File: config.mk
export PLATFORM = sky130hd
export DESIGN_NAME = regex_dot_star_matcher_unit
export DESIGN_NICKNAME = d
export VERILOG_FILES = /design/src/rtl/core/rdsm_pkg.sv /design/src/rtl/core/regex_dot_star_matcher_unit.sv /design/src/rtl/core/rdsm_front.sv /design/src/rtl/core/rdsm_back.sv
export SDC_FILE = /design/constraint.sdc
export NUM_CORES = 1
export LEC_CHECK = 0
export BUFFER_PORTS_ARGS = -buffer_cell sky130_fd_sc_hd__clkbuf_2
export CORE_MARGIN = 2
export CORE_UTILIZATION = 55
export CTS_CLUSTER_DIAMETER = 100
export DETAILED_ROUTE_END_ITERATION = 8
export GPL_TIMING_DRIVEN = 1
export PLACE_DENSITY = 0.75
export SYNTH_ARGS = -nofsm -noshare
export SYNTH_HDL_FRONTEND = slang
export SYNTH_SLANG_ARGS = --single-unit
File: constraint.sdc
create_clock -name i_clk -period 5.3 [get_ports i_clk]
set_input_delay 0.53 -clock i_clk [delete_from_list [all_inputs] [get_ports i_clk]]
set_output_delay 0.53 -clock i_clk [all_outputs]
set_load 0.02 [all_outputs]
File: src/rtl/core/rdsm_pkg.sv
`timescale 1ns / 1ps

package rdsm_pkg;

    // Default size of the pattern token store
    localparam int DEFAULT_MAX_TOKENS = 32;

    // Pattern metacharacters
    localparam logic [7:0] STAR_BYTE = 8'h2A;
    localparam logic [7:0] DOT_BYTE  = 8'h2E;

    // Request mode codes
    localparam logic [1:0] MODE_CLEAR  = 2'd0;
    localparam logic [1:0] MODE_APPEND = 2'd1;
    localparam logic [1:0] MODE_TEXT   = 2'd2;
    localparam logic [1:0] MODE_END    = 2'd3;

    // Decoupling queue between front and back
    localparam int Q_DEPTH  = 2;
    localparam int Q_PTR_W  = $clog2(Q_DEPTH);
    localparam int Q_FILL_W = $clog2(Q_DEPTH + 1);

    typedef enum logic [1:0] {
        OP_CLEAR,
        OP_APPEND,
        OP_TEXT,
        OP_END
    } t_op;

    typedef struct packed {
        logic [1:0] mode;
        logic [7:0] symbol;
    } t_in_item;

    typedef struct packed {
        logic matched;
        logic pattern_invalid;
    } t_out_item;

    // Classified request as held in the queue
    typedef struct packed {
        t_op        op;
        logic [7:0] symbol;
        logic       is_star;
        logic       is_dot;
    } t_qent;

    typedef struct packed {
        logic  valid;
        t_qent ent;
    } t_qhead;

endpackage

File: src/rtl/core/regex_dot_star_matcher_unit.sv
`timescale 1ns / 1ps
// Channel | valid   | stall   | payload               | direction
// in      | i_valid | o_stall | i_item (t_in_item)    | request into the matcher
// out     | o_valid | i_stall | o_item (t_out_item)   | match result, end of text only
//
// One request per cycle sustained while the queue has room and no end-of-text
// request waits on a stalled result; the end-of-text result is registered.
// A text byte is retired by a MaxTokens-step ripple through the star-closure
// chain of the position lanes; that chain sets the clock.
// Synchronous active-low reset: empty pattern, valid, active set {0}, queue empty.
// A stalled result holds in the output register; only an end-of-text request waits
// on it, requests ahead of it keep flowing and those behind it back up in the queue.

module regex_dot_star_matcher_unit import rdsm_pkg::*; #(
    parameter int MaxTokens = DEFAULT_MAX_TOKENS
) (
    input  logic      i_clk,
    input  logic      i_rst_n,
    input  logic      i_valid,
    input  t_in_item  i_item,
    output logic      o_stall,
    output logic      o_valid,
    output t_out_item o_item,
    input  logic      i_stall
);

    // front to back: head of the two-entry queue
    t_qhead head;
    logic   pop;

    // front end: accepts and classifies requests, buffers them
    rdsm_front u_front (
        .i_clk   (i_clk),
        .i_rst_n (i_rst_n),
        .i_valid (i_valid),
        .i_item  (i_item),
        .o_stall (o_stall),
        .o_head  (head),
        .i_pop   (pop)
    );

    // back end: token store, active position set, result register
    rdsm_back #(
        .MaxTokens (MaxTokens)
    ) u_back (
        .i_clk       (i_clk),
        .i_rst_n     (i_rst_n),
        .i_head      (head),
        .o_pop       (pop),
        .o_out_valid (o_valid),
        .o_out       (o_item),
        .i_stall     (i_stall)
    );

`ifndef SYNTHESIS
    // the back end only consumes a queued request
    a_pop_has_head: assert property (@(posedge i_clk) disable iff (!i_rst_n)
        pop |-> head.valid)
        else $error("pop without queued request");

    // an invalid pattern never reports a match
    a_invalid_no_match: assert property (@(posedge i_clk) disable iff (!i_rst_n)
        (o_valid && o_item.matched) |-> !o_item.pattern_invalid)
        else $error("match reported for invalid pattern");

    // an end-of-text request cannot be consumed while a result is stuck
    a_end_waits: assert property (@(posedge i_clk) disable iff (!i_rst_n)
        (o_valid && i_stall && head.valid && (head.ent.op == OP_END)) |-> !pop)
        else $error("result overwritten while stalled");

    // first cycle out of reset leaves both channels quiet
    a_reset_quiet: assert property (@(posedge i_clk) disable iff (!i_rst_n)
        !$past(i_rst_n) |-> (!o_valid && !o_stall))
        else $error("channels not idle after reset");
`endif

endmodule

File: src/rtl/core/rdsm_front.sv
`timescale 1ns / 1ps

module rdsm_front import rdsm_pkg::*; (
    input  logic     i_clk,
    input  logic     i_rst_n,
    input  logic     i_valid,
    input  t_in_item i_item,
    output logic     o_stall,
    output t_qhead   o_head,
    input  logic     i_pop
);

    t_qent               r_q [Q_DEPTH];
    logic [Q_PTR_W-1:0]  r_wr_ptr;
    logic [Q_PTR_W-1:0]  r_rd_ptr;
    logic [Q_FILL_W-1:0] r_fill;
    logic [Q_FILL_W-1:0] n_fill;
    t_qent               n_ent;
    logic                push;
    logic                pop;

    // classify the incoming request
    always_comb begin
        case (i_item.mode)
            MODE_CLEAR:  n_ent.op = OP_CLEAR;
            MODE_APPEND: n_ent.op = OP_APPEND;
            MODE_TEXT:   n_ent.op = OP_TEXT;
            MODE_END:    n_ent.op = OP_END;
            default:     n_ent.op = OP_END;
        endcase
        n_ent.symbol  = i_item.symbol;
        n_ent.is_star = (i_item.symbol == STAR_BYTE);
        n_ent.is_dot  = (i_item.symbol == DOT_BYTE);
    end

    assign o_stall = (r_fill == Q_FILL_W'(Q_DEPTH));
    assign push    = i_valid && !o_stall;
    assign pop     = i_pop && (r_fill != '0);

    always_comb begin
        case ({push, pop})
            2'b10:   n_fill = r_fill + Q_FILL_W'(1);
            2'b01:   n_fill = r_fill - Q_FILL_W'(1);
            default: n_fill = r_fill;
        endcase
    end

    always_ff @(posedge i_clk) begin
        if (!i_rst_n) begin
            r_wr_ptr <= '0;
            r_rd_ptr <= '0;
            r_fill   <= '0;
        end else begin
            if (push) r_wr_ptr <= r_wr_ptr + Q_PTR_W'(1);
            if (pop)  r_rd_ptr <= r_rd_ptr + Q_PTR_W'(1);
            r_fill <= n_fill;
        end
    end

    always_ff @(posedge i_clk) begin
        if (push) r_q[r_wr_ptr] <= n_ent;
    end

    assign o_head.valid = (r_fill != '0);
    assign o_head.ent   = r_q[r_rd_ptr];

endmodule

File: src/rtl/core/rdsm_back.sv
`timescale 1ns / 1ps

module rdsm_back import rdsm_pkg::*; #(
    parameter int MaxTokens = DEFAULT_MAX_TOKENS
) (
    input  logic      i_clk,
    input  logic      i_rst_n,
    input  t_qhead    i_head,
    output logic      o_pop,
    output logic      o_out_valid,
    output t_out_item o_out,
    input  logic      i_stall
);

    localparam int CNT_W = $clog2(MaxTokens + 1);

    // token store, flip-flops read in parallel by the position lanes
    logic [7:0]           r_byte [MaxTokens];
    logic [MaxTokens-1:0] r_wild;
    logic [MaxTokens-1:0] r_star;

    logic [CNT_W-1:0]     r_count;
    logic [CNT_W-1:0]     n_count;
    logic                 r_invalid;
    logic                 n_invalid;
    logic                 r_last_star;
    logic                 n_last_star;
    logic [MaxTokens:0]   r_active;
    logic [MaxTokens:0]   n_active;
    logic                 r_out_valid;
    t_out_item            r_out;

    logic [MaxTokens-1:0] mask;
    logic [MaxTokens-1:0] star_eff;
    logic [MaxTokens:0]   closed;
    logic [MaxTokens-1:0] hit;
    logic [MaxTokens:0]   stepped;
    logic                 out_free;
    logic                 tok_wr;
    logic                 star_wr;
    t_qent                ent;

    localparam logic [MaxTokens:0] ACTIVE_RST = {{MaxTokens{1'b0}}, 1'b1};

    assign ent      = i_head.ent;
    assign out_free = !r_out_valid || !i_stall;
    assign o_pop    = i_head.valid && ((ent.op != OP_END) || out_free);

    // position lanes: closure ripple and per-token compare
    always_comb begin
        for (int i = 0; i < MaxTokens; i++) begin
            mask[i] = (CNT_W'(i) < r_count);
        end
        star_eff  = r_star & mask;
        closed[0] = r_active[0];
        for (int i = 0; i < MaxTokens; i++) begin
            closed[i+1] = r_active[i+1] | (closed[i] & star_eff[i]);
        end
        for (int i = 0; i < MaxTokens; i++) begin
            hit[i] = mask[i] && closed[i] && (r_wild[i] || (r_byte[i] == ent.symbol));
        end
        stepped = '0;
        for (int i = 0; i < MaxTokens; i++) begin
            if (hit[i]) begin
                if (r_star[i]) stepped[i] = 1'b1;
                else           stepped[i+1] = 1'b1;
            end
        end
    end

    always_comb begin
        n_count     = r_count;
        n_invalid   = r_invalid;
        n_last_star = r_last_star;
        n_active    = r_active;
        tok_wr      = 1'b0;
        star_wr     = 1'b0;
        if (o_pop) begin
            case (ent.op)
                OP_CLEAR: begin
                    n_count     = '0;
                    n_invalid   = 1'b0;
                    n_last_star = 1'b0;
                    n_active    = ACTIVE_RST;
                end
                OP_APPEND: begin
                    n_active = ACTIVE_RST;
                    if (!r_invalid) begin
                        if (ent.is_star) begin
                            if ((r_count == '0) || r_last_star) begin
                                n_invalid = 1'b1;
                            end else begin
                                star_wr     = 1'b1;
                                n_last_star = 1'b1;
                            end
                        end else if (r_count == CNT_W'(MaxTokens)) begin
                            n_invalid = 1'b1;
                        end else begin
                            tok_wr      = 1'b1;
                            n_count     = r_count + CNT_W'(1);
                            n_last_star = 1'b0;
                        end
                    end
                end
                OP_TEXT: n_active = stepped;
                OP_END:  n_active = ACTIVE_RST;
                default: n_active = r_active;
            endcase
        end
    end

    always_ff @(posedge i_clk) begin
        if (!i_rst_n) begin
            r_count     <= '0;
            r_invalid   <= 1'b0;
            r_last_star <= 1'b0;
            r_active    <= ACTIVE_RST;
            r_out_valid <= 1'b0;
        end else begin
            r_count     <= n_count;
            r_invalid   <= n_invalid;
            r_last_star <= n_last_star;
            r_active    <= n_active;
            if (o_pop && (ent.op == OP_END)) r_out_valid <= 1'b1;
            else if (!i_stall)               r_out_valid <= 1'b0;
        end
    end

    always_ff @(posedge i_clk) begin
        if (o_pop && (ent.op == OP_END)) begin
            r_out.matched         <= !r_invalid && closed[r_count];
            r_out.pattern_invalid <= r_invalid;
        end
        for (int i = 0; i < MaxTokens; i++) begin
            if (tok_wr && (CNT_W'(i) == r_count)) begin
                r_byte[i] <= ent.symbol;
                r_wild[i] <= ent.is_dot;
                r_star[i] <= 1'b0;
            end
            if (star_wr && (CNT_W'(i + 1) == r_count)) begin
                r_star[i] <= 1'b1;
            end
        end
    end

    assign o_out_valid = r_out_valid;
    assign o_out       = r_out;

endmodule
After elaboration in Yosys (flattened, before gate mapping) --
Memory sizes are Yosys's and may differ from the RTL's. A register that Yosys moved wholly into a read port is not among the register bits. Cells that the tools add are included.
Storage, ports and cells: register bits after elaboration 112, memory bits (writable) 280, input bits 14, output and inout port bits 4, logic and storage cells 763, memories kept 2
Operators by class: add/subtract/negate cells 5, $lt $le $gt $ge 33, equality and inequality tests 83, mux-type cells 288, bitwise logic cells 65, reduce and logical (&&, ||, !) cells 213
Memories:
- u_back.r_byte | depth 32, width 8, read ports 32, clocked after Yosys merged registers in 0, wr ports 1, line rdsm_back.sv:18 | logic [7:0] r_byte [MaxTokens];
- u_front.r_q | depth 2, width 12, read ports 1, clocked after Yosys merged registers in 1, wr ports 1, line rdsm_front.sv:13 | t_qent r_q [Q_DEPTH];
Operators with widths (number):
- 8-bit equality test | 32
- 8-bit two-way mux | 31
- 8-bit OR reduction | 31
- 1-bit two-way mux | 184
- 5-bit two-way mux | 31
- 1-bit logical AND | 133
- 5-bit by 6-bit equality test with 1-bit output (first input constant) | 16
- 5-bit by 6-bit less-than comparator with 1-bit output (first input constant) | 16
- 33-bit case mux with 2 select lines | 1
- 2-bit two-way mux | 32
- 4-bit by 6-bit equality test with 1-bit output (first input constant) | 8
- 4-bit by 6-bit less-than comparator with 1-bit output (first input constant) | 8
- 1-bit logical OR | 35
- 1-bit bitwise AND | 32
- 32-bit bitwise AND | 1
- 1-bit OR | 32
- 3-bit by 6-bit equality test with 1-bit output (first input constant) | 4
- 3-bit by 6-bit less-than comparator with 1-bit output (first input constant) | 4
- 6-bit two-way mux | 3
- 8-bit by 6-bit equality test with 1-bit output (second input constant) | 2
- 2-bit equality test (second input constant) | 6
- 2-bit by 6-bit equality test with 1-bit output (first input constant) | 2
- 1-bit by 6-bit less-than comparator with 1-bit output (first input constant) | 2
- 2-bit by 6-bit less-than comparator with 1-bit output (first input constant) | 2
- 25 further kinds | 39

Longest topological paths before layout --
depth after elaboration 69, depth in mapped cells 15, gate-level depth less buffers 12

Modules after synthesis --
Synthesis repeated with hierarchy kept, for this count alone.
Second synthesis, totals: cells, all modules 1456, area, all modules 18247.5 µm²
Modules (own cells, without submodules):
- rdsm_back | instances 1, cells an instance 1385, area each 17117.7 µm², sequential area each 10189.8 µm²
- rdsm_front | instances 1, cells an instance 71, area each 1129.8 µm², sequential area each 820.8 µm²

Worst setup path after synthesis --
Ideal clock, no wire load.
kind reg2reg, start point register u_back.r_count[1], end point register u_back.r_active[31], setup time 0.070 ns, arrival 3.269 ns, required time 5.230 ns, setup slack 1.961 ns, cell stages (with the launch flop) 15, buffers on the path 2, clock period less this slack 3.339 ns, cell sequence dfxtp_1 > clkbuf_1 > inv_1 > ha_1 > nor3b_1 > a2111oi_4 > o31a_2 > nor3_1 > or4_1 > buf_4 > a21boi_4 > o21bai_2 > a2111o_1 > o21ai_1 > o2bb2ai_1
Between the ends: cells in the longest elaborated chain, start to end 68, elaborated cells between the ends (all ways) 103, those cells by class order compare (32); mux (4); bitwise (63); reduce/logical (4)
Ends and longest elaborated chain:
- start: declaration | line rdsm_back.sv:22 | logic [CNT_W-1:0] r_count;
- start signal: assignment | line rdsm_back.sv:120 | r_count <= n_count;
- 1-bit by 6-bit less-than comparator with 1-bit output | line rdsm_back.sv:52 | mask[i] = (CNT_W'(i) < r_count);
- 32-bit bitwise AND | line rdsm_back.sv:54 | star_eff = r_star & mask;
- 1-bit bitwise AND | line rdsm_back.sv:57 | closed[i+1] = r_active[i+1] | (closed[i] & star_eff[i]);
- 1-bit OR | line rdsm_back.sv:57
- 1-bit bitwise AND | line rdsm_back.sv:57
- 1-bit OR | line rdsm_back.sv:57
- 1-bit bitwise AND | line rdsm_back.sv:57
- 1-bit OR | line rdsm_back.sv:57
- (+52 left out)
- 1-bit bitwise AND | line rdsm_back.sv:57
- 1-bit OR | line rdsm_back.sv:57
- 1-bit logical AND or 1-bit bitwise AND (tied branches) | line rdsm_back.sv:60, rdsm_back.sv:57
- 1-bit logical AND or 1-bit OR (tied branches) | line rdsm_back.sv:60, rdsm_back.sv:57
- 2-bit two-way mux or 1-bit logical AND (tied branches) | line rdsm_back.sv:64, rdsm_back.sv:60
- 1-bit two-way mux or 1-bit logical AND (tied branches) | line rdsm_back.sv:65, rdsm_back.sv:60
- 2-bit two-way mux (*) | line rdsm_back.sv:64 | if (hit[i]) begin
- 33-bit case mux with 2 select lines (*) | line rdsm_back.sv:79 | case (ent.op)
- end signal: assignment | line rdsm_back.sv:123 | r_active <= n_active;
- end: declaration | line rdsm_back.sv:28 | logic [MaxTokens:0] r_active;
Every way passes the cells marked *; elsewhere a longest branch is shown, timed or not. A chain may end at the register's enable or synchronous reset.

Worst setup path after layout --
start point register u_back.r_count[1], end point register u_back.r_out, in the netlist u_back.o_out[1] (data pin)
Between the ends: cells in the longest elaborated chain, start to end 69, elaborated cells between the ends (all ways) 100, those cells by class order compare (32); mux (2); bitwise (65); reduce/logical (1)
Ends and longest elaborated chain:
- 1-bit by 6-bit less-than comparator with 1-bit output | line rdsm_back.sv:52
- 32-bit bitwise AND | line rdsm_back.sv:54
- 1-bit bitwise AND | line rdsm_back.sv:57
- 1-bit OR | line rdsm_back.sv:57
- 1-bit bitwise AND | line rdsm_back.sv:57
- 1-bit OR | line rdsm_back.sv:57
- 1-bit bitwise AND | line rdsm_back.sv:57
- 1-bit OR | line rdsm_back.sv:57
- (+53 left out)
- 1-bit OR | line rdsm_back.sv:57
- 1-bit bitwise AND | line rdsm_back.sv:57
- 1-bit OR | line rdsm_back.sv:57
- 1-bit bitwise AND | line rdsm_back.sv:57
- 1-bit OR | line rdsm_back.sv:57
- 1-bit binary-select mux with 6-bit select (*) | line rdsm_back.sv:131 | r_out.matched <= !r_invalid && closed[r_count];
- 1-bit two-way mux (not written as such) (*) | line rdsm_back.sv:131
- 1-bit logical AND (*) | line rdsm_back.sv:131
- end: declaration | line rdsm_back.sv:31 | t_out_item r_out;
Every way passes the cells marked *; elsewhere a longest branch is shown, timed or not. The select of a mux whose other input is x is not followed.

==> flow_metrics.py <==
metrics = {
    "floorplanning": {
        "die_area_um2": 34300,
        "num_rows": 66,
        "die_h_um": 185,
        "core_area_um2": 32500,
        "start_util_pct": 55.6,
        "ios": 18,
        "die_x_um": 185,
    },
    "route": {
        "viasPerCell": 6.22,
        "via_count": 12400,
        "avgRoutedWirePerCell_um": 24.9,
        "totalWireLength_um": 49400,
        "drt_iter0_drc": 1583,
        "drt_pass1_iterations": 5,
        "drc": 0,
        "ant_nets": 0,
    },
    "placed_design": {
        "dpl_cell_area_um2": 18800,
        "gp_congestion": 0.999,
        "port_buffers": 17,
        "post-dp-hpwl_um": 32000,
    },
    "timing": {
        "min_period_ns": 4.48,
        "drv_slew": 0,
        "worstMarginPinSlew_ns": 1.12,
        "post-route-period-util_pct": 84.5,
        "fmaxAchievable_mhz": 223,
        "finalClockSkew_ns": 0.0155,
        "whs_ns": 0.200,
        "rsz0062_at_grt": "false",
        "maxSlewHeadroom_pct": 25.0,
        "setup_viol": 0,
        "hold_viol_final": 0,
        "tns_ns": 0,
    },
    "critical_path": {
        "crit_end": "u_back.o_out[1]",
        "crit-reg2reg-launch": "u_back.r_count[1]",
        "reg2reg_depth": 12,
        "critPathRequiredTime_ns": 5.58,
        "cp-end-kind": "flop",
        "crit_path_start": "u_back.r_count[1]",
        "critPathMaxFanout": 17,
        "crit_arrival_ns": 4.76,
        "r2r-end": "u_back.o_out[1]",
        "critical_path_class": "flop to flop",
        "worstSetupStartpointType": "flop",
        "timing.reg2reg.setup_slack_ns": 0.82,
    },
    "power": {
        "switching_share_pct": 28.9,
        "irDropWorstVdd_v": 0.000312,
        "internal_power_uw": 5780,
        "total_power_uw": 8130,
        "leakagePower_uw": 0.00652,
        "seqPwrFrac_pct": 44.5,
        "switching_power_uw": 2350,
        "p_per_area_nw_per_um2": 405,
        "p_clk_share_pct": 34.3,
        "combPwrFrac_pct": 21.2,
    },
    "run": {
        "cap_violations": 0,
    },
    "logic_synthesis": {
        "yosys.area_share.adder_pct": 0.277,
        "netlist_area_um2": 18000,
        "synthXorXnorAreaFrac_pct": 12.6,
        "synth_edf_count": 314,
        "synth_area_per_cell_um2": 12.2,
        "synth_top_family_by_area": "XOR/XNOR gates",
        "synth-seq-cells": 393,
        "synthArstFlopShare_pct": 0,
        "synth_compound_area_share_pct": 11.3,
        "synthSimpleGateAreaFrac_pct": 11.2,
        "syn_inst": 1483,
        "synthFlopType": "edfxtp_1",
        "yosysWarnings": 0,
        "synth.distinct_cells": 84,
        "synth_mux_area_share_pct": 0.763,
        "syn_nets": 1501,
        "yosysSeqAreaShare_pct": 61.0,
    },
    "clocking": {
        "cts.sinks": 393,
        "clk_latency_ns": 0.53,
        "cts-hold-fix-buffers": 0,
        "post_cts_resized": 0,
        "numCtsBuffers": 41,
        "h-tree-depth": 2,
        "cts-root-buf": "clkbuf_16",
        "post_cts_buffers": 0,
        "cts_max_path_buffers": 3,
        "clkTransAtPathRegs_ns": 0.06,
        "cts_tree": "built",
    },
    "cells_and_area": {
        "layout_commonest_cell": "edfxtp_1",
        "layout_common_cells": "edfxtp_1, xnor2_1, nor2_1",
        "drive_gt1_share_pct": 9.26,
        "fillCellCount": 2529,
        "nets": 1532,
        "design_area_um2": 20100,
        "diodes": 0,
        "areaGrowthSynthToFinish_pct": 11.2,
    },
    "grt": {
        "grt_pass1_vias": 12000,
        "antenna_found_initial": 0,
        "grt_overflow": 0,
        "grt_use_total_pct": 29.3,
        "grt_pass1_wl_um": 73700,
        "grt_max_degree": 41,
    },
    "worst_hold_path": {
        "min_path_type": "input port to flop",
        "holdPathStages": 1,
    },
    "status": {
        "status": "finished clean",
    },
}
## Yosys cell counts (7+ instances only)
| library cell | number | area share [%] |
|---|---|---|
| buf_4 | 13 | 0.54 |
| clkbuf_1 | 28 | 0.58 |
| nand2_1 | 78 | 1.6 |
| o211ai_1 | 8 | 0.33 |
| a21oi_1 | 72 | 2.0 |
| o21a_1 | 8 | 0.33 |
| nand3_1 | 14 | 0.39 |
| nor3_1 | 30 | 0.83 |
| xor2_1 | 38 | 1.8 |
| o21ai_1 | 8 | 0.22 |
| dfxtp_1 | 79 | 8.8 |
| buf_1 | 7 | 0.15 |
| nor2_1 | 96 | 2.0 |
| buf_2 | 18 | 0.50 |
| o22ai_1 | 25 | 0.87 |
| inv_1 | 50 | 1.0 |
| nor4_1 | 58 | 2.0 |
| edfxtp_1 | 314 | 52 |
| nor3b_1 | 7 | 0.29 |
| o21ai_0 | 54 | 1.5 |
| or3_1 | 17 | 0.59 |
| o31ai_1 | 10 | 0.42 |
| nor2b_1 | 25 | 0.87 |
| a22oi_1 | 18 | 0.75 |
| xnor2_1 | 221 | 11 |
| mux2i_1 | 9 | 0.50 |
| nand2b_1 | 14 | 0.49 |
| and2_1 | 15 | 0.52 |
| nand4_1 | 15 | 0.52 |
| a31oi_1 | 15 | 0.52 |
## sequential cells by signal, summed over array words and instances, names as in the netlist, 2 cells and up, named ones only
name             cells
u_back.o_out         2
u_back.r_byte      256
u_back.r_star       32
u_front.r_fill       2
u_front.r_q         24
u_back.r_active     33
u_back.r_wild       32
u_back.r_count       6
## cell type report
type	count	area, um^2	area share, %
multi-input cells	972	6620	33.0
clock inverters	15	140	0.699
flip-flops and latches	393	11000	54.9
well taps	442	553	2.76
repair buffers	55	383	1.91
inverters	51	191	0.954
clock buffers	58	1160	5.79
## cell families after synthesis
| group | after synthesis |
|---|---|
| buffers and inverters | 118 |
| xor gates and xnor gates | 259 |
| AOI/OAI and AO/OA | 301 |
| DFF | 393 |
| and+or+nand+nor | 395 |
| muxes | 13 |
| adders and majority gates | 4 |
## how the worst min path moves through the flow
stage                              startpoint  slack (ns)             endpoint
after floorplan           u_back.r_active[32]        0.42  u_back.r_active[32]
final                               i_item[9]        0.20   u_front.r_q[1][11]
after CTS                           i_item[0]        0.19    u_front.r_q[1][2]
after global placement    u_back.r_active[28]        0.44  u_back.r_active[28]
after detailed placement  u_back.r_active[32]        0.45  u_back.r_active[32]
after global routing                i_item[9]        0.20   u_front.r_q[1][11]
## metal layers
layer	routed length, um	GRT usage (%)	vias to the layer above
met3	3570	3.95	134
met4	1920	11.0	0
met1	21500	41.9	6109
met5	0	0	-
met2	22400	45.9	576
li1	-	-	5533
## per-stage QoR
stage / instances / setup WS, ns / util (%)
6_report: 1986 / 0.823 / 61.8
5_1_grt: 1986 / 0.577 / 61.8
4_1_cts: 1986 / 0.946 / 61.8
3_5_place_dp: 1913 / 0.957 / 57.8
3_3_place_gp: 1913 / 1.06 / 57.8
2_1_floorplan: 1483 / 1.96 / -
## critical path: stages, from the launching register on
cell and delay (ns):
dfxtp_1 0.54, inv_1 0.22, ha_1 0.45, nor3b_1 0.44
a2111oi_4 0.14, o31a_2 0.34, nor3_1 0.45, or4_1 0.54
a21oi_1 0.23, o31ai_1 0.39, o311ai_0 0.20, o21ai_1 0.19
a21oi_1 0.09
## power groups by stage
stage | logic [uW] | registers, uW | clock network (uW)
2_1_floorplan | 1120 | 3660 | 0
6_report | 1720 | 3610 | 2790
4_1_cts | 1730 | 3610 | 2820
3_5_place_dp | 1720 | 3680 | 0
3_3_place_gp | 1680 | 3670 | 0
5_1_grt | 1840 | 3620 | 2940
Note: power is estimated with default switching activity, not from simulation.
